<file path="config.mk">
export PLATFORM = sky130hd
export DESIGN_NAME = residual_cubic_root_sieve_mod_p
export DESIGN_NICKNAME = d
export VERILOG_FILES = /design/src/sv/rcrs_pkg.sv /design/src/sv/residual_cubic_root_sieve_mod_p.sv
export SDC_FILE = /design/constraint.sdc
export NUM_CORES = 1
export LEC_CHECK = 0
export BUFFER_PORTS_ARGS = -buffer_cell sky130_fd_sc_hd__clkbuf_2
export CAP_MARGIN = 20
export CORE_ASPECT_RATIO = 0.8
export CORE_MARGIN = 2
export CORE_UTILIZATION = 45
export DETAILED_ROUTE_END_ITERATION = 10
export PLACE_DENSITY = 0.67
export SYNTH_ARGS = -nofsm -noshare
export SYNTH_HDL_FRONTEND = slang
export SYNTH_MEMORY_MAX_BITS = 65536
export SYNTH_SLANG_ARGS = --single-unit
</file>
<file path="constraint.sdc">
create_clock -name clock -period 21.9 [get_ports clock]
set_clock_uncertainty 0.05 [all_clocks]
set_input_delay 0 -clock clock [delete_from_list [all_inputs] [get_ports clock]]
set_output_delay 0 -clock clock [all_outputs]
set_load 0.1 [all_outputs]
</file>
<file path="src/sv/rcrs_pkg.sv">
// Package for the residual cubic root sieve: widths, opcodes, register file
// addresses and the microcode program. Depends on nothing.
`timescale 1ns / 1ps
package rcrs_pkg;

   localparam int MODULUS_BITS = 10;
   localparam int HEIGHT_BITS  = 16;
   localparam int PC_BITS      = 7;
   localparam int RA_BITS      = 5;
   localparam int CNT_BITS     = 4;

   localparam logic [3:0] OP_RED   = 4'd0;
   localparam logic [3:0] OP_MUL   = 4'd1;
   localparam logic [3:0] OP_ADD   = 4'd2;
   localparam logic [3:0] OP_SUB   = 4'd3;
   localparam logic [3:0] OP_INV   = 4'd4;
   localparam logic [3:0] OP_CHKZ  = 4'd5;
   localparam logic [3:0] OP_CHKEQ = 4'd6;
   localparam logic [3:0] OP_SCAN  = 4'd7;
   localparam logic [3:0] OP_END   = 4'd8;

   localparam logic [2:0] SRC_N1  = 3'd0;
   localparam logic [2:0] SRC_D1  = 3'd1;
   localparam logic [2:0] SRC_N2  = 3'd2;
   localparam logic [2:0] SRC_D2  = 3'd3;
   localparam logic [2:0] SRC_IMM = 3'd4;

   localparam logic [RA_BITS-1:0] FLG_ROOT = 5'd0;
   localparam logic [RA_BITS-1:0] FLG_SQ   = 5'd1;

   localparam logic [RA_BITS-1:0] R_ZERO = 5'd0;
   localparam logic [RA_BITS-1:0] R_ONE  = 5'd1;
   localparam logic [RA_BITS-1:0] R_HALF = 5'd2;
   localparam logic [RA_BITS-1:0] R_U    = 5'd3;
   localparam logic [RA_BITS-1:0] R_W    = 5'd4;
   localparam logic [RA_BITS-1:0] R_UP   = 5'd5;
   localparam logic [RA_BITS-1:0] R_WP   = 5'd6;
   localparam logic [RA_BITS-1:0] R_U2   = 5'd7;
   localparam logic [RA_BITS-1:0] R_W2   = 5'd8;
   localparam logic [RA_BITS-1:0] R_T0   = 5'd9;
   localparam logic [RA_BITS-1:0] R_T1   = 5'd10;
   localparam logic [RA_BITS-1:0] R_T2   = 5'd11;
   localparam logic [RA_BITS-1:0] R_G1   = 5'd12;
   localparam logic [RA_BITS-1:0] R_G2   = 5'd13;
   localparam logic [RA_BITS-1:0] R_K4   = 5'd14;
   localparam logic [RA_BITS-1:0] R_K0   = 5'd15;
   localparam logic [RA_BITS-1:0] R_Q3   = 5'd16;
   localparam logic [RA_BITS-1:0] R_Q2   = 5'd17;
   localparam logic [RA_BITS-1:0] R_S1   = 5'd18;
   localparam logic [RA_BITS-1:0] R_S2   = 5'd19;
   localparam logic [RA_BITS-1:0] R_CA   = 5'd20;
   localparam logic [RA_BITS-1:0] R_CB   = 5'd21;
   localparam logic [RA_BITS-1:0] R_CC   = 5'd22;
   localparam logic [RA_BITS-1:0] R_D    = 5'd23;
   localparam logic [RA_BITS-1:0] R_T3   = 5'd24;
   localparam logic [RA_BITS-1:0] R_V    = 5'd31;

   localparam logic [PC_BITS-1:0] PC_ROOT_LOOP = 7'd57;
   localparam logic [PC_BITS-1:0] PC_SQ_LOOP   = 7'd83;

   typedef struct packed {
      logic [3:0]         opc;
      logic [RA_BITS-1:0] dst;
      logic [RA_BITS-1:0] sa;
      logic [RA_BITS-1:0] sb;
      logic [2:0]         src;
      logic [4:0]         imm;
      logic [PC_BITS-1:0] tgt;
   } instr_type;

   function automatic instr_type i_op(input logic [3:0] opc, input logic [RA_BITS-1:0] d,
                                      input logic [RA_BITS-1:0] a,
                                      input logic [RA_BITS-1:0] b);
      instr_type r;
      r     = '0;
      r.opc = opc;
      r.dst = d;
      r.sa  = a;
      r.sb  = b;
      return r;
   endfunction

   function automatic instr_type i_red(input logic [RA_BITS-1:0] d, input logic [2:0] src,
                                       input logic [4:0] imm);
      instr_type r;
      r     = '0;
      r.opc = OP_RED;
      r.dst = d;
      r.src = src;
      r.imm = imm;
      return r;
   endfunction

   function automatic instr_type i_scan(input logic [RA_BITS-1:0] flg,
                                        input logic [RA_BITS-1:0] a,
                                        input logic [RA_BITS-1:0] b,
                                        input logic [PC_BITS-1:0] tgt);
      instr_type r;
      r     = i_op(OP_SCAN, flg, a, b);
      r.tgt = tgt;
      return r;
   endfunction

   function automatic instr_type ucode(input logic [PC_BITS-1:0] pc);
      instr_type r;
      case (pc)
         7'd0:  r = i_red(R_ZERO, SRC_IMM, 5'd0);
         7'd1:  r = i_red(R_ONE, SRC_IMM, 5'd1);
         7'd2:  r = i_red(R_T0, SRC_D1, 5'd0);
         7'd3:  r = i_op(OP_CHKZ, R_ZERO, R_T0, R_ZERO);
         7'd4:  r = i_red(R_T1, SRC_D2, 5'd0);
         7'd5:  r = i_op(OP_CHKZ, R_ZERO, R_T1, R_ZERO);
         7'd6:  r = i_op(OP_INV, R_T0, R_T0, R_ZERO);
         7'd7:  r = i_red(R_T2, SRC_N1, 5'd0);
         7'd8:  r = i_op(OP_MUL, R_U, R_T2, R_T0);
         7'd9:  r = i_op(OP_INV, R_T1, R_T1, R_ZERO);
         7'd10: r = i_red(R_T2, SRC_N2, 5'd0);
         7'd11: r = i_op(OP_MUL, R_W, R_T2, R_T1);
         7'd12: r = i_op(OP_ADD, R_UP, R_U, R_ONE);
         7'd13: r = i_op(OP_CHKZ, R_ZERO, R_UP, R_ZERO);
         7'd14: r = i_op(OP_ADD, R_WP, R_W, R_ONE);
         7'd15: r = i_op(OP_CHKZ, R_ZERO, R_WP, R_ZERO);
         7'd16: r = i_op(OP_MUL, R_U2, R_U, R_U);
         7'd17: r = i_op(OP_MUL, R_W2, R_W, R_W);
         7'd18: r = i_op(OP_CHKEQ, R_ZERO, R_U2, R_W2);
         7'd19: r = i_red(R_T0, SRC_IMM, 5'd2);
         7'd20: r = i_op(OP_INV, R_HALF, R_T0, R_ZERO);
         7'd21: r = i_op(OP_MUL, R_T0, R_U2, R_U);
         7'd22: r = i_op(OP_MUL, R_T1, R_T0, R_U2);
         7'd23: r = i_op(OP_SUB, R_T1, R_T0, R_T1);
         7'd24: r = i_op(OP_MUL, R_T2, R_U2, R_HALF);
         7'd25: r = i_op(OP_ADD, R_T1, R_T1, R_T2);
         7'd26: r = i_op(OP_MUL, R_T2, R_UP, R_UP);
         7'd27: r = i_op(OP_INV, R_T2, R_T2, R_ZERO);
         7'd28: r = i_op(OP_MUL, R_G1, R_T1, R_T2);
         7'd29: r = i_op(OP_MUL, R_T0, R_W2, R_W);
         7'd30: r = i_op(OP_MUL, R_T1, R_T0, R_W2);
         7'd31: r = i_op(OP_SUB, R_T1, R_T0, R_T1);
         7'd32: r = i_op(OP_MUL, R_T2, R_W2, R_HALF);
         7'd33: r = i_op(OP_ADD, R_T1, R_T1, R_T2);
         7'd34: r = i_op(OP_MUL, R_T2, R_WP, R_WP);
         7'd35: r = i_op(OP_INV, R_T2, R_T2, R_ZERO);
         7'd36: r = i_op(OP_MUL, R_G2, R_T1, R_T2);
         7'd37: r = i_op(OP_SUB, R_T0, R_G1, R_G2);
         7'd38: r = i_op(OP_SUB, R_T1, R_U2, R_W2);
         7'd39: r = i_op(OP_INV, R_T1, R_T1, R_ZERO);
         7'd40: r = i_op(OP_MUL, R_K4, R_T0, R_T1);
         7'd41: r = i_op(OP_MUL, R_T0, R_K4, R_U2);
         7'd42: r = i_op(OP_SUB, R_K0, R_G1, R_T0);
         7'd43: r = i_op(OP_ADD, R_T0, R_K4, R_K4);
         7'd44: r = i_op(OP_SUB, R_Q3, R_T0, R_ONE);
         7'd45: r = i_op(OP_ADD, R_T0, R_K4, R_K0);
         7'd46: r = i_op(OP_SUB, R_Q2, R_T0, R_HALF);
         7'd47: r = i_op(OP_ADD, R_S1, R_U, R_W);
         7'd48: r = i_op(OP_MUL, R_S2, R_U, R_W);
         7'd49: r = i_op(OP_ADD, R_CA, R_K4, R_S1);
         7'd50: r = i_op(OP_SUB, R_T0, R_Q3, R_S2);
         7'd51: r = i_op(OP_MUL, R_T1, R_S1, R_CA);
         7'd52: r = i_op(OP_ADD, R_CB, R_T0, R_T1);
         7'd53: r = i_op(OP_MUL, R_T0, R_S2, R_CA);
         7'd54: r = i_op(OP_SUB, R_T0, R_Q2, R_T0);
         7'd55: r = i_op(OP_MUL, R_T1, R_S1, R_CB);
         7'd56: r = i_op(OP_ADD, R_CC, R_T0, R_T1);
         7'd57: r = i_op(OP_ADD, R_T0, R_V, R_CA);
         7'd58: r = i_op(OP_MUL, R_T0, R_T0, R_V);
         7'd59: r = i_op(OP_ADD, R_T0, R_T0, R_CB);
         7'd60: r = i_op(OP_MUL, R_T0, R_T0, R_V);
         7'd61: r = i_op(OP_ADD, R_T0, R_T0, R_CC);
         7'd62: r = i_scan(FLG_ROOT, R_T0, R_ZERO, PC_ROOT_LOOP);
         7'd63: r = i_op(OP_MUL, R_T0, R_CA, R_CA);
         7'd64: r = i_op(OP_MUL, R_T1, R_T0, R_CA);
         7'd65: r = i_op(OP_MUL, R_T2, R_CB, R_CB);
         7'd66: r = i_op(OP_MUL, R_T3, R_T2, R_CB);
         7'd67: r = i_red(R_D, SRC_IMM, 5'd18);
         7'd68: r = i_op(OP_MUL, R_D, R_D, R_CA);
         7'd69: r = i_op(OP_MUL, R_D, R_D, R_CB);
         7'd70: r = i_op(OP_MUL, R_D, R_D, R_CC);
         7'd71: r = i_red(R_G1, SRC_IMM, 5'd4);
         7'd72: r = i_op(OP_MUL, R_T1, R_G1, R_T1);
         7'd73: r = i_op(OP_MUL, R_T1, R_T1, R_CC);
         7'd74: r = i_op(OP_SUB, R_D, R_D, R_T1);
         7'd75: r = i_op(OP_MUL, R_T1, R_T0, R_T2);
         7'd76: r = i_op(OP_ADD, R_D, R_D, R_T1);
         7'd77: r = i_op(OP_MUL, R_T3, R_G1, R_T3);
         7'd78: r = i_op(OP_SUB, R_D, R_D, R_T3);
         7'd79: r = i_op(OP_MUL, R_T1, R_CC, R_CC);
         7'd80: r = i_red(R_G2, SRC_IMM, 5'd27);
         7'd81: r = i_op(OP_MUL, R_T1, R_G2, R_T1);
         7'd82: r = i_op(OP_SUB, R_D, R_D, R_T1);
         7'd83: r = i_op(OP_MUL, R_T0, R_V, R_V);
         7'd84: r = i_scan(FLG_SQ, R_T0, R_D, PC_SQ_LOOP);
         default: r = i_op(OP_END, R_ZERO, R_ZERO, R_ZERO);
      endcase
      return r;
   endfunction

endpackage

</file>
<file path="src/sv/residual_cubic_root_sieve_mod_p.sv">
// Top level of the residual cubic root sieve: microcode sequencer, register
// file and a shared shift-and-add modular multiplier. Depends on rcrs_pkg.
`timescale 1ns / 1ps
// A modulus below three skips the program and gives an undefined result.
// Products, input reductions and inverses run through one modular multiplier
// that takes one multiplier bit per cycle; sums and differences bypass it.
// Each of the six inverses is a square and multiply over the bits of p-2.
// The request port stalls for the whole computation, and the result waits in
// an output register so that the next request can be taken while it is still
// pending.
module residual_cubic_root_sieve_mod_p (
   input  logic                                 clock,
   input  logic                                 reset,
   input  logic                                 req_valid,
   output logic                                 req_stall,
   input  logic signed [rcrs_pkg::HEIGHT_BITS-1:0] req_first_num,
   input  logic [rcrs_pkg::HEIGHT_BITS-2:0]     req_first_den,
   input  logic signed [rcrs_pkg::HEIGHT_BITS-1:0] req_second_num,
   input  logic [rcrs_pkg::HEIGHT_BITS-2:0]     req_second_den,
   input  logic [rcrs_pkg::MODULUS_BITS-1:0]    req_modulus,
   output logic                                 rsp_valid,
   input  logic                                 rsp_stall,
   output logic                                 rsp_defined,
   output logic [rcrs_pkg::MODULUS_BITS-1:0]    rsp_coef_a,
   output logic [rcrs_pkg::MODULUS_BITS-1:0]    rsp_coef_b,
   output logic [rcrs_pkg::MODULUS_BITS-1:0]    rsp_coef_c,
   output logic                                 rsp_has_root,
   output logic                                 rsp_disc_square
);
   import rcrs_pkg::*;

   localparam int MB = MODULUS_BITS;
   localparam int HB = HEIGHT_BITS;

   localparam logic [2:0] S_IDLE  = 3'd0;
   localparam logic [2:0] S_FETCH = 3'd1;
   localparam logic [2:0] S_EXEC  = 3'd2;
   localparam logic [2:0] S_MUL   = 3'd3;
   localparam logic [2:0] S_MDONE = 3'd4;
   localparam logic [2:0] S_OUT   = 3'd5;

   logic [2:0]          state_ff, state_in;
   logic [HB-1:0]       n1_ff, n1_in, n2_ff, n2_in;
   logic [HB-2:0]       d1_ff, d1_in, d2_ff, d2_in;
   logic [MB-1:0]       p_ff, p_in;
   logic [PC_BITS-1:0]  pc_ff, pc_in;
   logic [MB-1:0]       v_ff, v_in;
   logic [MB-1:0]       acc_ff, acc_in;
   logic [HB-1:0]       mplier_ff, mplier_in;
   logic [MB-1:0]       mcand_ff, mcand_in;
   logic [CNT_BITS-1:0] cnt_ff, cnt_in;
   logic                neg_ff, neg_in;
   logic [MB-1:0]       base_ff, base_in;
   logic [CNT_BITS-1:0] ibit_ff, ibit_in;
   logic                inv_sq_ff, inv_sq_in;
   logic                root_ff, root_in, sq_ff, sq_in, def_ff, def_in;
   logic [MB-1:0]       ca_ff, ca_in, cb_ff, cb_in, cc_ff, cc_in;
   logic                rsp_valid_ff, rsp_valid_in, rsp_def_ff, rsp_def_in;
   logic [MB-1:0]       rsp_a_ff, rsp_a_in, rsp_b_ff, rsp_b_in, rsp_c_ff, rsp_c_in;
   logic                rsp_root_ff, rsp_root_in, rsp_sq_ff, rsp_sq_in;

   logic [MB-1:0]       rf_mem [2**RA_BITS];
   logic [MB-1:0]       rd_a_ff, rd_b_ff;
   logic                rf_we;
   logic [RA_BITS-1:0]  rf_wa;
   logic [MB-1:0]       rf_wd;

   instr_type           ins;
   logic [MB-1:0]       opa, opb;
   logic [MB+1:0]       addend, t0, t1, t2, pw2;
   logic [MB:0]         sum, add_fix, sub_fix, p1;
   logic [MB-1:0]       add_res, sub_res, step_res, red_res, expo;
   logic [HB-1:0]       srcv, red_mag;
   logic                red_neg;

   assign ins = ucode(pc_ff);
   assign opa = (ins.sa == R_V) ? v_ff : rd_a_ff;
   assign opb = (ins.sb == R_V) ? v_ff : rd_b_ff;
   assign pw2 = {2'b00, p_ff};
   assign p1  = {1'b0, p_ff};

   assign addend   = mplier_ff[cnt_ff] ? {2'b00, mcand_ff} : '0;
   assign t0       = {1'b0, acc_ff, 1'b0} + addend;
   assign t1       = (t0 >= pw2) ? t0 - pw2 : t0;
   assign t2       = (t1 >= pw2) ? t1 - pw2 : t1;
   assign step_res = t2[MB-1:0];

   assign sum     = {1'b0, opa} + {1'b0, opb};
   assign add_fix = (sum >= p1) ? sum - p1 : sum;
   assign add_res = add_fix[MB-1:0];
   assign sub_fix = (opa >= opb) ? {1'b0, opa} - {1'b0, opb} : {1'b0, opa} + p1 - {1'b0, opb};
   assign sub_res = sub_fix[MB-1:0];

   assign red_res = (neg_ff && (acc_ff != '0)) ? p_ff - acc_ff : acc_ff;
   assign expo    = p_ff - MB'(2);

   always_comb begin
      case (ins.src)
         SRC_N1:  srcv = n1_ff;
         SRC_D1:  srcv = {1'b0, d1_ff};
         SRC_N2:  srcv = n2_ff;
         SRC_D2:  srcv = {1'b0, d2_ff};
         SRC_IMM: srcv = HB'(ins.imm);
         default: srcv = '0;
      endcase
   end
   assign red_neg = srcv[HB-1];
   assign red_mag = red_neg ? (~srcv) + HB'(1) : srcv;

   assign req_stall = (state_ff != S_IDLE);

   always_comb begin
      state_in     = state_ff;
      n1_in        = n1_ff;
      n2_in        = n2_ff;
      d1_in        = d1_ff;
      d2_in        = d2_ff;
      p_in         = p_ff;
      pc_in        = pc_ff;
      v_in         = v_ff;
      acc_in       = acc_ff;
      mplier_in    = mplier_ff;
      mcand_in     = mcand_ff;
      cnt_in       = cnt_ff;
      neg_in       = neg_ff;
      base_in      = base_ff;
      ibit_in      = ibit_ff;
      inv_sq_in    = inv_sq_ff;
      root_in      = root_ff;
      sq_in        = sq_ff;
      def_in       = def_ff;
      rsp_valid_in = rsp_valid_ff && rsp_stall;
      rsp_def_in   = rsp_def_ff;
      rsp_a_in     = rsp_a_ff;
      rsp_b_in     = rsp_b_ff;
      rsp_c_in     = rsp_c_ff;
      rsp_root_in  = rsp_root_ff;
      rsp_sq_in    = rsp_sq_ff;
      rf_we        = 1'b0;
      rf_wa        = ins.dst;
      rf_wd        = acc_ff;

      case (state_ff)
         S_IDLE: begin
            if (req_valid) begin
               n1_in   = req_first_num;
               n2_in   = req_second_num;
               d1_in   = req_first_den;
               d2_in   = req_second_den;
               p_in    = req_modulus;
               pc_in   = '0;
               v_in    = '0;
               root_in = 1'b0;
               sq_in   = 1'b0;
               def_in  = 1'b0;
               state_in = (req_modulus < MB'(3)) ? S_OUT : S_FETCH;
            end
         end
         S_FETCH: begin
            state_in = S_EXEC;
         end
         S_EXEC: begin
            case (ins.opc)
               OP_RED: begin
                  mplier_in = red_mag;
                  mcand_in  = MB'(1);
                  acc_in    = '0;
                  cnt_in    = CNT_BITS'(HB - 1);
                  neg_in    = red_neg;
                  state_in  = S_MUL;
               end
               OP_MUL: begin
                  mplier_in = HB'(opa);
                  mcand_in  = opb;
                  acc_in    = '0;
                  cnt_in    = CNT_BITS'(MB - 1);
                  state_in  = S_MUL;
               end
               OP_ADD: begin
                  rf_we    = 1'b1;
                  rf_wd    = add_res;
                  pc_in    = pc_ff + PC_BITS'(1);
                  state_in = S_FETCH;
               end
               OP_SUB: begin
                  rf_we    = 1'b1;
                  rf_wd    = sub_res;
                  pc_in    = pc_ff + PC_BITS'(1);
                  state_in = S_FETCH;
               end
               OP_INV: begin
                  base_in   = opa;
                  ibit_in   = CNT_BITS'(MB - 1);
                  inv_sq_in = 1'b1;
                  mplier_in = HB'(1);
                  mcand_in  = MB'(1);
                  acc_in    = '0;
                  cnt_in    = CNT_BITS'(MB - 1);
                  state_in  = S_MUL;
               end
               OP_CHKZ: begin
                  if (opa == '0) begin
                     state_in = S_OUT;
                  end else begin
                     pc_in    = pc_ff + PC_BITS'(1);
                     state_in = S_FETCH;
                  end
               end
               OP_CHKEQ: begin
                  if (opa == opb) begin
                     state_in = S_OUT;
                  end else begin
                     pc_in    = pc_ff + PC_BITS'(1);
                     state_in = S_FETCH;
                  end
               end
               OP_SCAN: begin
                  state_in = S_FETCH;
                  if (opa == opb) begin
                     if (ins.dst == FLG_ROOT) begin
                        root_in = 1'b1;
                     end else begin
                        sq_in = 1'b1;
                     end
                     v_in  = '0;
                     pc_in = pc_ff + PC_BITS'(1);
                  end else if (v_ff + MB'(1) == p_ff) begin
                     v_in  = '0;
                     pc_in = pc_ff + PC_BITS'(1);
                  end else begin
                     v_in  = v_ff + MB'(1);
                     pc_in = ins.tgt;
                  end
               end
               OP_END: begin
                  def_in   = 1'b1;
                  state_in = S_OUT;
               end
               default: begin
                  state_in = S_OUT;
               end
            endcase
         end
         S_MUL: begin
            acc_in = step_res;
            if (cnt_ff == '0) begin
               state_in = S_MDONE;
            end else begin
               cnt_in = cnt_ff - CNT_BITS'(1);
            end
         end
         S_MDONE: begin
            case (ins.opc)
               OP_RED: begin
                  rf_we    = 1'b1;
                  rf_wd    = red_res;
                  pc_in    = pc_ff + PC_BITS'(1);
                  state_in = S_FETCH;
               end
               OP_MUL: begin
                  rf_we    = 1'b1;
                  pc_in    = pc_ff + PC_BITS'(1);
                  state_in = S_FETCH;
               end
               OP_INV: begin
                  acc_in = '0;
                  cnt_in = CNT_BITS'(MB - 1);
                  if (inv_sq_ff && expo[ibit_ff]) begin
                     mplier_in = HB'(acc_ff);
                     mcand_in  = base_ff;
                     inv_sq_in = 1'b0;
                     state_in  = S_MUL;
                  end else if (ibit_ff == '0) begin
                     acc_in   = acc_ff;
                     rf_we    = 1'b1;
                     pc_in    = pc_ff + PC_BITS'(1);
                     state_in = S_FETCH;
                  end else begin
                     ibit_in   = ibit_ff - CNT_BITS'(1);
                     mplier_in = HB'(acc_ff);
                     mcand_in  = acc_ff;
                     inv_sq_in = 1'b1;
                     state_in  = S_MUL;
                  end
               end
               default: begin
                  state_in = S_OUT;
               end
            endcase
         end
         S_OUT: begin
            if (!rsp_valid_ff || !rsp_stall) begin
               rsp_valid_in = 1'b1;
               rsp_def_in   = def_ff;
               rsp_a_in     = def_ff ? ca_ff : '0;
               rsp_b_in     = def_ff ? cb_ff : '0;
               rsp_c_in     = def_ff ? cc_ff : '0;
               rsp_root_in  = def_ff && root_ff;
               rsp_sq_in    = def_ff && sq_ff;
               state_in     = S_IDLE;
            end
         end
         default: begin
            state_in = S_IDLE;
         end
      endcase
   end

   always_comb begin
      ca_in = ca_ff;
      cb_in = cb_ff;
      cc_in = cc_ff;
      if (rf_we && rf_wa == R_CA) begin
         ca_in = rf_wd;
      end
      if (rf_we && rf_wa == R_CB) begin
         cb_in = rf_wd;
      end
      if (rf_we && rf_wa == R_CC) begin
         cc_in = rf_wd;
      end
   end

   always_ff @(posedge clock) begin
      if (rf_we) begin
         rf_mem[rf_wa] <= rf_wd;
      end
      if (state_ff == S_FETCH) begin
         rd_a_ff <= rf_mem[ins.sa];
         rd_b_ff <= rf_mem[ins.sb];
      end
   end

   always_ff @(posedge clock) begin
      if (reset) begin
         state_ff     <= S_IDLE;
         rsp_valid_ff <= 1'b0;
      end else begin
         state_ff     <= state_in;
         rsp_valid_ff <= rsp_valid_in;
      end
   end

   always_ff @(posedge clock) begin
      n1_ff       <= n1_in;
      n2_ff       <= n2_in;
      d1_ff       <= d1_in;
      d2_ff       <= d2_in;
      p_ff        <= p_in;
      pc_ff       <= pc_in;
      v_ff        <= v_in;
      acc_ff      <= acc_in;
      mplier_ff   <= mplier_in;
      mcand_ff    <= mcand_in;
      cnt_ff      <= cnt_in;
      neg_ff      <= neg_in;
      base_ff     <= base_in;
      ibit_ff     <= ibit_in;
      inv_sq_ff   <= inv_sq_in;
      root_ff     <= root_in;
      sq_ff       <= sq_in;
      def_ff      <= def_in;
      ca_ff       <= ca_in;
      cb_ff       <= cb_in;
      cc_ff       <= cc_in;
      rsp_def_ff  <= rsp_def_in;
      rsp_a_ff    <= rsp_a_in;
      rsp_b_ff    <= rsp_b_in;
      rsp_c_ff    <= rsp_c_in;
      rsp_root_ff <= rsp_root_in;
      rsp_sq_ff   <= rsp_sq_in;
   end

   assign rsp_valid       = rsp_valid_ff;
   assign rsp_defined     = rsp_def_ff;
   assign rsp_coef_a      = rsp_a_ff;
   assign rsp_coef_b      = rsp_b_ff;
   assign rsp_coef_c      = rsp_c_ff;
   assign rsp_has_root    = rsp_root_ff;
   assign rsp_disc_square = rsp_sq_ff;

endmodule

</file>
# Yosys cells after proc, flatten, opt, wreduce, memory -nomap -nowiden
# Memory sizes are Yosys's and may differ from the RTL's. A register that Yosys moved wholly into a read port is not among the register bits.
# Index checks and enable logic that the tools add are counted.
[op_classes] addsub=15 mul=0 div=0 magnitude_cmp=7 eq_ne=48 shifts=0 mux=92 bitwise=1 n_reduce_logical=46
[op_table] op="10-bit 2-to-1 mux" n=19
[op_table] op="10-bit case mux with 2 select lines" n=5
[op_table] op="16-bit case mux with 5 select lines" n=1
[op_table] op="16-bit 2-to-1 mux" n=4
[op_table] op="7-bit 2-to-1 mux" n=8
[op_table] op="10-bit subtractor" n=5
[op_table] op="16-bit case mux with 3 select lines" n=1
[op_table] op="16-bit case mux with 2 select lines" n=1
[op_table] op="10-bit case mux with 3 select lines" n=1
[op_table] op="7-bit case mux with 4 select lines" n=1
[op_table] op="2-bit inequality test (second input constant)" n=13
[op_table] op="5-bit equality test (second input constant)" n=5
[op_table] op="12-bit by 10-bit greater-or-equal comparator with 1-bit output" n=2
[op_table] op="3-bit inequality test (second input constant)" n=8
[op_table] op="1-bit 2-to-1 mux" n=21
[op_table] op="7-bit case mux with 3 select lines" n=1
[op_table] op="10-bit equality test" n=2
[op_table] op="4-bit 2-to-1 mux" n=5
[op_table] op="4-bit AND reduction" n=5
[op_table] op="3-bit 2-to-1 mux" n=6
[op_table] op="3-bit case mux with 6 select lines" n=1
[op_table] op="16-bit by 1-bit adder with 16-bit output (second input constant)" n=1
[op_table] op="4-bit by 3-bit equality test with 1-bit output (second input constant)" n=4
[op_table] op="16-bit inverter" n=1
[op_table] op="other kinds (46)" n=88
[totals] register_bits=215 latchBits=0 ramBits=320 mem_bits_ro=4224 output_inout_bits=35 elab_cells=240 n_memories=2
[mem_list] memory="(no name shown)" words=128 word_bits=33 rd=1 rd_ports_with_merged_regs=1 write_ports=0 line_no="rcrs_pkg.sv:106" text="case (pc)"
[mem_list] memory="rf_mem" words=32 word_bits=10 rd=2 rd_ports_with_merged_regs=2 write_ports=1 line_no="residual_cubic_root_sieve_mod_p.sv:62" text="logic [MB-1:0] rf_mem [2**RA_BITS];"

# Depth between registers and ports, before layout
# Gate-level depths: netlist of run 1.
[logic_depth] word_depth=9 mapped_depth=37 ltp_nobuf=34

# Least setup slack after synthesis of run 1
# No wires, ideal clock.
[synth_path] kind="register to register" startpoint="register cnt_ff[0]" endpoint="register acc_ff[0] (data pin)" setup_time_ns=0.167 arrival_time_ns=7.564 t_required_ns=21.683 path_slack_ns=14.118 path_stages_with_launch=37 period_less_slack_ns=7.782 cell_sequence="edfxtp_1 > clkbuf_1 > mux4_2 > mux4_2 > clkbuf_1 > and2_1 > ha_1 > inv_1 > fa_1 > nor2b_1 > o21ai_0 > a21boi_0 > o21ai_0 > a21boi_0 > o21ai_0 > nor2b_1 > xnor2_1 > ha_1 > nand2_1 > or3_1 > and4_1 > clkbuf_1 > a31oi_1 > ha_1 > inv_1 > fa_1 > a21o_1 > a21oi_1 > o21ai_0 > a21oi_1 > o21ai_0 > a21oi_1 > o21ai_0 > a21o_1 > a21oi_1 > a21boi_0 > a211oi_1"
[synth_between] elab_chain_len=9 elab_cells_between_ends=11
[synth_lines] item="from (decl)" line_no="residual_cubic_root_sieve_mod_p.sv:51" text="logic [CNT_BITS-1:0] cnt_ff, cnt_in;"
[synth_lines] item="from (signal assigned)" line_no="residual_cubic_root_sieve_mod_p.sv:355" text="cnt_ff <= cnt_in;"
[synth_lines] item="1-bit binary-select mux with 4-bit select *" line_no="residual_cubic_root_sieve_mod_p.sv:82" text="assign addend = mplier_ff[cnt_ff] ? {2'b00, mcand_ff} : '0;"
[synth_lines] item="1-bit 2-to-1 mux (implied by the code) *" line_no="residual_cubic_root_sieve_mod_p.sv:82"
[synth_lines] item="10-bit 2-to-1 mux *" line_no="residual_cubic_root_sieve_mod_p.sv:82"
[synth_lines] item="11-bit by 10-bit adder with 12-bit output *" line_no="residual_cubic_root_sieve_mod_p.sv:83" text="assign t0 = {1'b0, acc_ff, 1'b0} + addend;"
[synth_lines] item="12-bit by 10-bit subtractor with 12-bit output or 12-bit by 10-bit greater-or-equal comparator with 1-bit output (tied branches)" line_no="residual_cubic_root_sieve_mod_p.sv:84" text="assign t1 = (t0 >= pw2) ? t0 - pw2 : t0;"
[synth_lines] item="12-bit 2-to-1 mux *" line_no="residual_cubic_root_sieve_mod_p.sv:84"
[synth_lines] item="10-bit subtractor or 12-bit by 10-bit greater-or-equal comparator with 1-bit output (tied branches)" line_no="residual_cubic_root_sieve_mod_p.sv:85" text="assign t2 = (t1 >= pw2) ? t1 - pw2 : t1;"
[synth_lines] item="10-bit 2-to-1 mux *" line_no="residual_cubic_root_sieve_mod_p.sv:85"
[synth_lines] item="10-bit case mux with 3 select lines *" line_no="residual_cubic_root_sieve_mod_p.sv:143" text="case (state_ff)"
[synth_lines] item="to (signal assigned)" line_no="residual_cubic_root_sieve_mod_p.sv:352" text="acc_ff <= acc_in;"
[synth_lines] item="to (decl)" line_no="residual_cubic_root_sieve_mod_p.sv:48" text="logic [MB-1:0] acc_ff, acc_in;"
# Every way passes the cells marked *; elsewhere a longest branch is shown, timed or not. The select of a mux whose other input is x is not followed.
# A chain may end at the register's enable or synchronous reset.

# Final worst setup path of run 1
# Ends and elaborated chain as after synthesis.

==> results of run 1 <==
[synthesized netlist by cell type, drive strengths merged, types with 8 or more instances]
| cell | number | area [um^2] |
|---|---|---|
| or3 | 12 | 75.1 |
| xnor2 | 61 | 542 |
| nand2 | 126 | 483 |
| a21o | 22 | 165 |
| mux2i | 65 | 651 |
| nor3 | 32 | 160 |
| inv | 122 | 460 |
| nand3 | 50 | 268 |
| nor2 | 176 | 676 |
| o21bai | 14 | 105 |
| a211oi | 23 | 183 |
| a21boi | 17 | 131 |
| o22ai | 17 | 106 |
| mux4 | 217 | 4890 |
| buf | 68 | 375 |
| mux2 | 36 | 405 |
| dfxtp | 34 | 681 |
| and3 | 18 | 113 |
| xor2 | 28 | 245 |
| a31oi | 18 | 149 |
| edfxtp | 551 | 16500 |
| o211ai | 24 | 180 |
| fa | 16 | 320 |
| nand4 | 22 | 138 |
| nand2b | 23 | 144 |
| o221ai | 9 | 78.8 |
| nor2b | 19 | 119 |
| o31ai | 16 | 134 |
| a221oi | 10 | 87.6 |
| and2 | 54 | 338 |
| a211o | 8 | 70.1 |
| o21ai | 120 | 612 |
| ha | 98 | 1230 |
| nor4 | 14 | 109 |
| a21oi | 108 | 552 |
| clkbuf | 73 | 275 |
[kinds of logic (layout without fill, tap and decap cells)]
kind of cell,after synthesis,after routing,synth area share
mux,318,318,0.181
xor+xnor,89,89,0.0240
simple gates,582,582,0.0889
compound gates,486,486,0.100
buf+inv,265,504,0.0341
other cells,0,1,0
flops,585,585,0.525
fa+ha+maj,114,114,0.0471
[stage by stage]
stage	instance area (um^2)	util	hold WS (ns)
6_report	37500	0.520	0.0253
5_1_grt	37500	0.520	0.0156
4_1_cts	37400	0.518	0.00000927
3_5_place_dp	34300	0.476	0.129
3_3_place_gp	34300	0.476	0.127
2_1_floorplan	32800	-	0.0191
[cell type report]
class | count | share of cell area
repair buffers | 275 | 0.0574
flip-flops and latches | 585 | 0.460
inverters | 124 | 0.0125
clock buffers | 70 | 0.0393
well taps | 945 | 0.0315
multi-input cells | 1589 | 0.389
clock inverters | 35 | 0.0103
diodes | 1 | 0.0000668
[registers in the layout, summed over array words and instances, names as in the netlist, 15 cells and up]
name / flops
n2_ff: 16
n1_ff: 16
d2_ff: 15
ins: 30
mplier_ff: 16
d1_ff: 15
rf_mem: 320
[power groups by stage]
| stage | clock, mW | combinational [mW] | sequential, mW |
|---|---|---|---|
| floorplan | 0 | 1.65 | 1.43 |
| global placement | 0 | 2.18 | 1.54 |
| detailed placement | 0 | 2.21 | 1.55 |
| CTS | 1.00 | 2.24 | 1.53 |
| global route | 1.05 | 2.46 | 1.54 |
| finish | 0.992 | 2.29 | 1.52 |
[critical path, delay by kind of cell, from the launching register on]
kind                     cells  cell delay, ns
flip-flops                   1            0.56
multiplexers                 2            1.16
XOR/XNOR                     1            0.17
buffers and inverters        2            0.13
adder cells (fa/ha/maj)      5            1.39
AO/OA/AOI/OAI               19            4.24
AND/OR/NAND/NOR              5            1.08
[repair_timing]
item                      in CTS  in global routing
hold endpoints to repair      85                  0
hold buffers                 116                  0
setup buffers                  0                  0
resized for setup              0                  0
[routing by layer]
| metal | up-vias | GRT usage | part of all wire |
|---|---|---|---|
| li1 | 9941 | - | - |
| met1 | 11600 | 0.377 | 0.43 |
| met2 | 1288 | 0.394 | 0.44 |
| met3 | 208 | 0.0596 | 0.10 |
| met4 | 0 | 0.0779 | 0.030 |
| met5 | - | 0 | 0 |
[how the worst min path moves through the flow]
| stage | end | startpoint | cells after the start |
|---|---|---|---|
| final | n2_ff[1] | req_second_num[1] | 2 |
| after global routing | n1_ff[2] | req_first_num[2] | 2 |
| after CTS | d2_ff[5] | req_second_den[5] | 2 |
| after detailed placement | d2_ff[7] | req_second_den[7] | 1 |
| after global placement | n1_ff[7] | req_first_num[7] | 1 |
| after floorplan | rsp_valid | reset | 1 |
==> results.txt, run 1 <==
- Status: finished, final reports clean
* Category of the critical setup timing path: reg -> reg
- Timing analysis after detailed placement gives a worst setup slack of 13.08 ns.
- Critical path required time: 22.34 ns
- Total clock buffers created by CTS: 56
* Power per standard cell area: 128 mW/mm^2
- Skew-Pair Late Insertion Delay: around 0.66 ns
- Worst R2R End: acc_ff[0]
* Worst Path Max Fanout: 11
- Most used DFF post-synth: sky130_fd_sc_hd__edfxtp_1
- The congestion estimate from routability-driven global placement came to 0.964.
- CTS sink cnt: between 500 and 600
* R2r setup slk: 12.92 ns
* Sw frac: 0.402
- Cells after DPL: 3395
- Most common cell type on the critical path: sky130_fd_sc_hd__o21ai_0
- Number of synthesized register bits: 585
- Sort of element at the end of the critical path: flip-flop
* IO Port Bufs: 110
- Top Ports: 111
* Number of enable-type register cells in the synthesized netlist: roughly 550
- Worst min-delay path class: in -> reg
- The first global-routing pass estimated 147000 um of wire.
- Area of the multi-input gates: roughly 0.015 mm^2
- Logic gate share of total power: 0.476
- Rows: 88
* Grt ovf: 0
- Entering global routing, the biggest net connects 73 pins.
- Via density: 6.36
* Least setup slack across all paths after layout: 12.92 ns
- Max IR drop VDD: 0.0000792 V
- STA classifies the critical path startpoint as a flip-flop.
- Count of different cell masters after synthesis: 99
* Die span in x: between 300 and 400 um
- No sink is reached through more buffers than the 3 on the longest clock path.
- Of the total power, registers draw 0.317.
- The final route contains 23000 vias.
* Int Power: between 2 and 3 mW
* Mapped Avg Cell Area: 13.5 um^2
- Post-detailed-routing wire length: 98400 um
* Transition time at the pin with the least slew margin: between 1 and 1.5 ns
- Routed WL per cell: 27.2 um
- Number of instances in the synthesized netlist: 2439
- Setup violations, final: 0
- Cell with the largest stage delay on the worst path: sky130_fd_sc_hd__a21oi_1
- Crit path time final: 8.98 ns
* Largest stage delay on the critical path: 0.73 ns
- For this run, the number of standard cells in the final layout without fillers is 3624.
- # nets final: 2821
* Register cell area after layout: 0.0172 mm^2
- The max-slew violation count is 0.
* Summed instance area of the synthesized netlist: 0.0328 mm^2
* Initial core utilization: 0.455
* Slew headroom: 0.222
- Counting flops with an async set or reset pin after synthesis yields a share of 0.
- Arrival @ worst endpoint: 9.41 ns
- Counting cells, the worst reg-to-reg path comes to 34.
* Layout cells sized above 1: 0.204
* Number of DRC markers in iteration 0: 2879
* Critical path origin: cnt_ff[0]
- Static Leakage: 13.1 nW
- TritonCTS built the clock tree.
* Core ar.: 0.0721 mm^2
- The H-tree generated during clock tree synthesis spans 2 levels.
- The share of the Yosys chip area taken by registers is 0.525.
- Detailed placement ended at an HPWL of around 67000 um.
- Final hold vios: 0
- Max-Cap Viols: 0
- The root buffer cell chosen for the clock tree is sky130_fd_sc_hd__clkbuf_16.
- Most common cell after layout, fill and taps aside: sky130_fd_sc_hd__edfxtp_1
- Total of fill cells in the finished design: 5935
- In the finished design, the share of the clock period the worst path needs comes to 0.410.
- Origin of the critical flop-to-flop path: cnt_ff[0]
* Most frequent cells in the layout: 551 x sky130_fd_sc_hd__edfxtp_1, 217 x sky130_fd_sc_hd__mux4_2, 174 x sky130_fd_sc_hd__nor2_1
- Relative to the synthesized area, the layout overhead comes to 14.2%.
* Number of antenna violations at the first check in global routing: 2
- The via count of the first global-routing pass came to 22800.
* Sw Pwr: 1.93 mW
- Remaining design rule violation count: 0
* Capture point of the worst path: acc_ff[0]
* First-pass detailed-route iteration total: 6
- Global-route total usage across every layer: 0.261
* Number of nets produced by synthesis: 2629
- DIE AREA: between 0.07 and 0.08 mm^2
- Based on the critical path, the design can be clocked at up to 111 MHz.
- Count of nets left with antenna violations after detail routing: 0
- Setup repair after global routing left no endpoint under its margin.
- Portion of total power attributed to the clock network: 0.206
* Post-layout power: roughly 4.8 mW
* Syn. warnings: 0
* Clock slew at reported path FFs: 0.07 ns
- From bottom edge to top edge, the die measures about 250 um.
- In the final timing run, aggregate negative setup slack is 0 ns.
(Power assumes the default switching activity.)
==> inputs of run 2 (changes only) <==
clock period = 8.3 ns   (was 21.9 ns; I/O delays follow)
==> results.txt, run 2 (synthesis results as in run 1) <==
- In this run the vertical extent of the chip is 246 um.
- Cells on worst reg2reg path: 35
* Die span in x: 306 um
* Number of DRC markers in iteration 0: 2872
- Vias in the first global route: between 20000 and 25000
- Logic gate share of total power: 0.484
* Origin of the critical flop-to-flop path: cnt_ff[0]
- Largest register FFs: 320
* Routed WL per cell: between 20 and 30 um
- Static Leakage: 13.3 nW
- RSZ-0062 raised after global routing: no
- Row generation in the floorplan step produced 88 rows.
- The endpoint identified for the worst register-to-register timing path is acc_ff[5].
- Category of the critical setup timing path: reg -> reg
- Status: finished, final reports clean
- The clock tree synthesis step divided the H-tree into 2 levels.
* R2r setup slk: 0.53 ns
- Register containing the most flip-flops in the final layout: rf_mem
- Most common cell after layout, fill and taps aside: sky130_fd_sc_hd__edfxtp_1
* # nets final: between 2000 and 3000
- Counting the buffers created by CTS gives 57.
- Sw Pwr: ~5.1 mW
- Along the worst path, the maximum fanout reaches 7.
- The max-slew violation count came to 0.
- The worst hold path terminates at d2_ff[1].
* Final hold vios: 0
* Clock slew at reported path FFs: approximately 0.070 ns
- After detailed routing, the met2 layer carries between 40000 and 50000 um of wire.
- Via density: 6.36
- Summed over all layers, the global routing overflow is 0.
* Amount of wire on met3 after detailed routing: about 9900 um
- Int Power: 7.68 mW
- Before antenna repair, the detailed router went through 6 iterations.
- Pin placement for this block handled 111 I/O pins.
- Of the total power, the share spent switching nets is 0.398.
- For this run, the top clock speed supported by timing is 129 MHz.
- Sort of element at the end of the critical path: flip-flop
- IO Port Bufs: 110
- Critical Path Start Type: flip-flop
- The floorplan step defined a core boundary enclosing 0.0721 mm^2.
- In the final routing, the length of wire on met1 measures slightly above 40000 um.
* Crit path max-delay family: compound AO/OA/AOI/OAI gates
- For this run, the slowest stage of the critical path takes 0.55 ns.
- The die covers 0.0752 mm^2.
- The critical path contains buffers and inverters numbering 4 combined.
- For the pin with the worst max-slew slack, the measured transition is 1.13 ns.
* Area overhead of the layout relative to synthesis: 14.7%
* CTS sink cnt: just under 600
* Hold path start: req_second_den[1]
- Number of antenna violations at the first check in global routing: 2
- Once detailed placement completed, the half-perimeter wirelength came to 66200 um.
- Fill cells in the final layout number 5931.
* Setup violations, final: 0
- Worst min-delay path class: in -> reg
- Measured against its own limit, the worst slew margin works out to 0.245.
* Post-route worst hold slack: ~0.03 ns
- Data on the critical path is required at its endpoint by 8.65 ns.
* TNS Setup: 0 ns
- Dividing total power by cell area gives a power density of roughly 340 mW/mm^2.
* Count of nets left with antenna violations after detail routing: 0
- Worst hold path stage count: 2
- Skew-Pair Late Insertion Delay: approximately 0.66 ns
- Filler-free cell count of the finished design: around 3700
- In the finished design, the share of the clock period the worst path needs comes to 0.936.
- Via count: 23200
- Global-route total usage across every layer: 0.265
* Most frequent cells in the layout: 551 x sky130_fd_sc_hd__edfxtp_1, 217 x sky130_fd_sc_hd__mux4_2, 173 x sky130_fd_sc_hd__nor2_1
- TritonCTS built the clock tree.
* Cells after DPL: 3443
- The clock passes through at most 3 buffers.
* First-pass GRT wire length: 149000 um
- For this configuration, the core starts out at a cell density of 0.455.
- Routability-driven placement finished with a final weighted congestion of about 1.
* Portion of total power attributed to the clock network: 0.211
* Crit path time final: around 7.8 ns
- For this block, the routed nets add up to 99400 um of wire.
- At the worst endpoint, the arrival time is about 8.1 ns.
- Of the total power, registers draw 0.305.
* Cell with the largest stage delay on the worst path: sky130_fd_sc_hd__mux4_2
- Entering global routing, the biggest net connects 61 pins.
- Max IR drop VDD: 0.000202 V
- Remaining design rule violation count: 0
- In this run the clock root is driven by a sky130_fd_sc_hd__clkbuf_16.
* Highest metal used: met4
- Layout cells sized above 1: 0.224
- The tool flagged a number of max-cap violations equal to 0.
- Most common cell type on the critical path: sky130_fd_sc_hd__o21ai_0
## run 2: changes by cell type in the layout (fill, tap and decap cells not counted), moves of 3 or more
cell                            delta
sky130_fd_sc_hd__buf_6             -3
sky130_fd_sc_hd__clkinv_1          -4
sky130_fd_sc_hd__dlygate4sd3_1    -20
sky130_fd_sc_hd__clkbuf_1          -3
sky130_fd_sc_hd__a21oi_1           -3
sky130_fd_sc_hd__a21oi_2           +3
sky130_fd_sc_hd__buf_4            +51
## run 2: area by class of cell
cell class              instances  area [um^2]  area share
multi-input cells            1589        14600       0.388
clock inverters                36          432      0.0115
diodes                          2         5.00    0.000133
flip-flops and latches        585        17200       0.458
inverters                     124          468      0.0124
repair buffers                302         2260      0.0600
well taps                     945         1180      0.0314
clock buffers                  67         1470      0.0391
## run 2: stage by stage
step	instance area, um^2	total power, mW	worst slack (ns)	util
floorplan	32800	8.13	0.518	-
global placement	34700	9.86	0.342	0.481
detailed placement	34700	9.92	0.150	0.481
CTS	37600	12.7	0.111	0.521
global route	37700	13.4	0.0262	0.522
finish	37700	12.8	0.534	0.522
## run 2: timing repair
| item | CTS | global route |
|---|---|---|
| hold buffers | 96 | 0 |
| endpoints found under the setup margin | 0 | 10 |
| hold endpoints to repair | 102 | 0 |
| setup buffers | 0 | 2 |
| resized for setup | 0 | 8 |
## run 2: worst max-delay path by stage
stage | from | to | slack (ns) | cells past startpoint
5_1_grt | cnt_ff[0] | acc_ff[9] | 0.03 | 35
4_1_cts | cnt_ff[0] | acc_ff[1] | 0.11 | 34
2_1_floorplan | cnt_ff[0] | acc_ff[0] | 0.52 | 36
3_3_place_gp | cnt_ff[0] | acc_ff[5] | 0.34 | 34
6_report | cnt_ff[0] | acc_ff[5] | 0.53 | 35
3_5_place_dp | cnt_ff[0] | acc_ff[5] | 0.15 | 34
## run 2: power groups by stage
stage	sequential, mW	combinational, mW	clock (mW)
floorplan	3.78	4.35	0
CTS	3.88	6.05	2.72
global placement	3.94	5.92	0
global route	3.91	6.64	2.84
finish	3.89	6.18	2.69
detailed placement	3.94	5.98	0
## run 2: per-layer routing
| metal | global-route usage | vias up |
|---|---|---|
| li1 | - | 10000 |
| met1 | 0.374 | 11800 |
| met2 | 0.418 | 1254 |
| met4 | 0.0790 | 0 |
| met5 | 0 | - |
| met3 | 0.0494 | 176 |
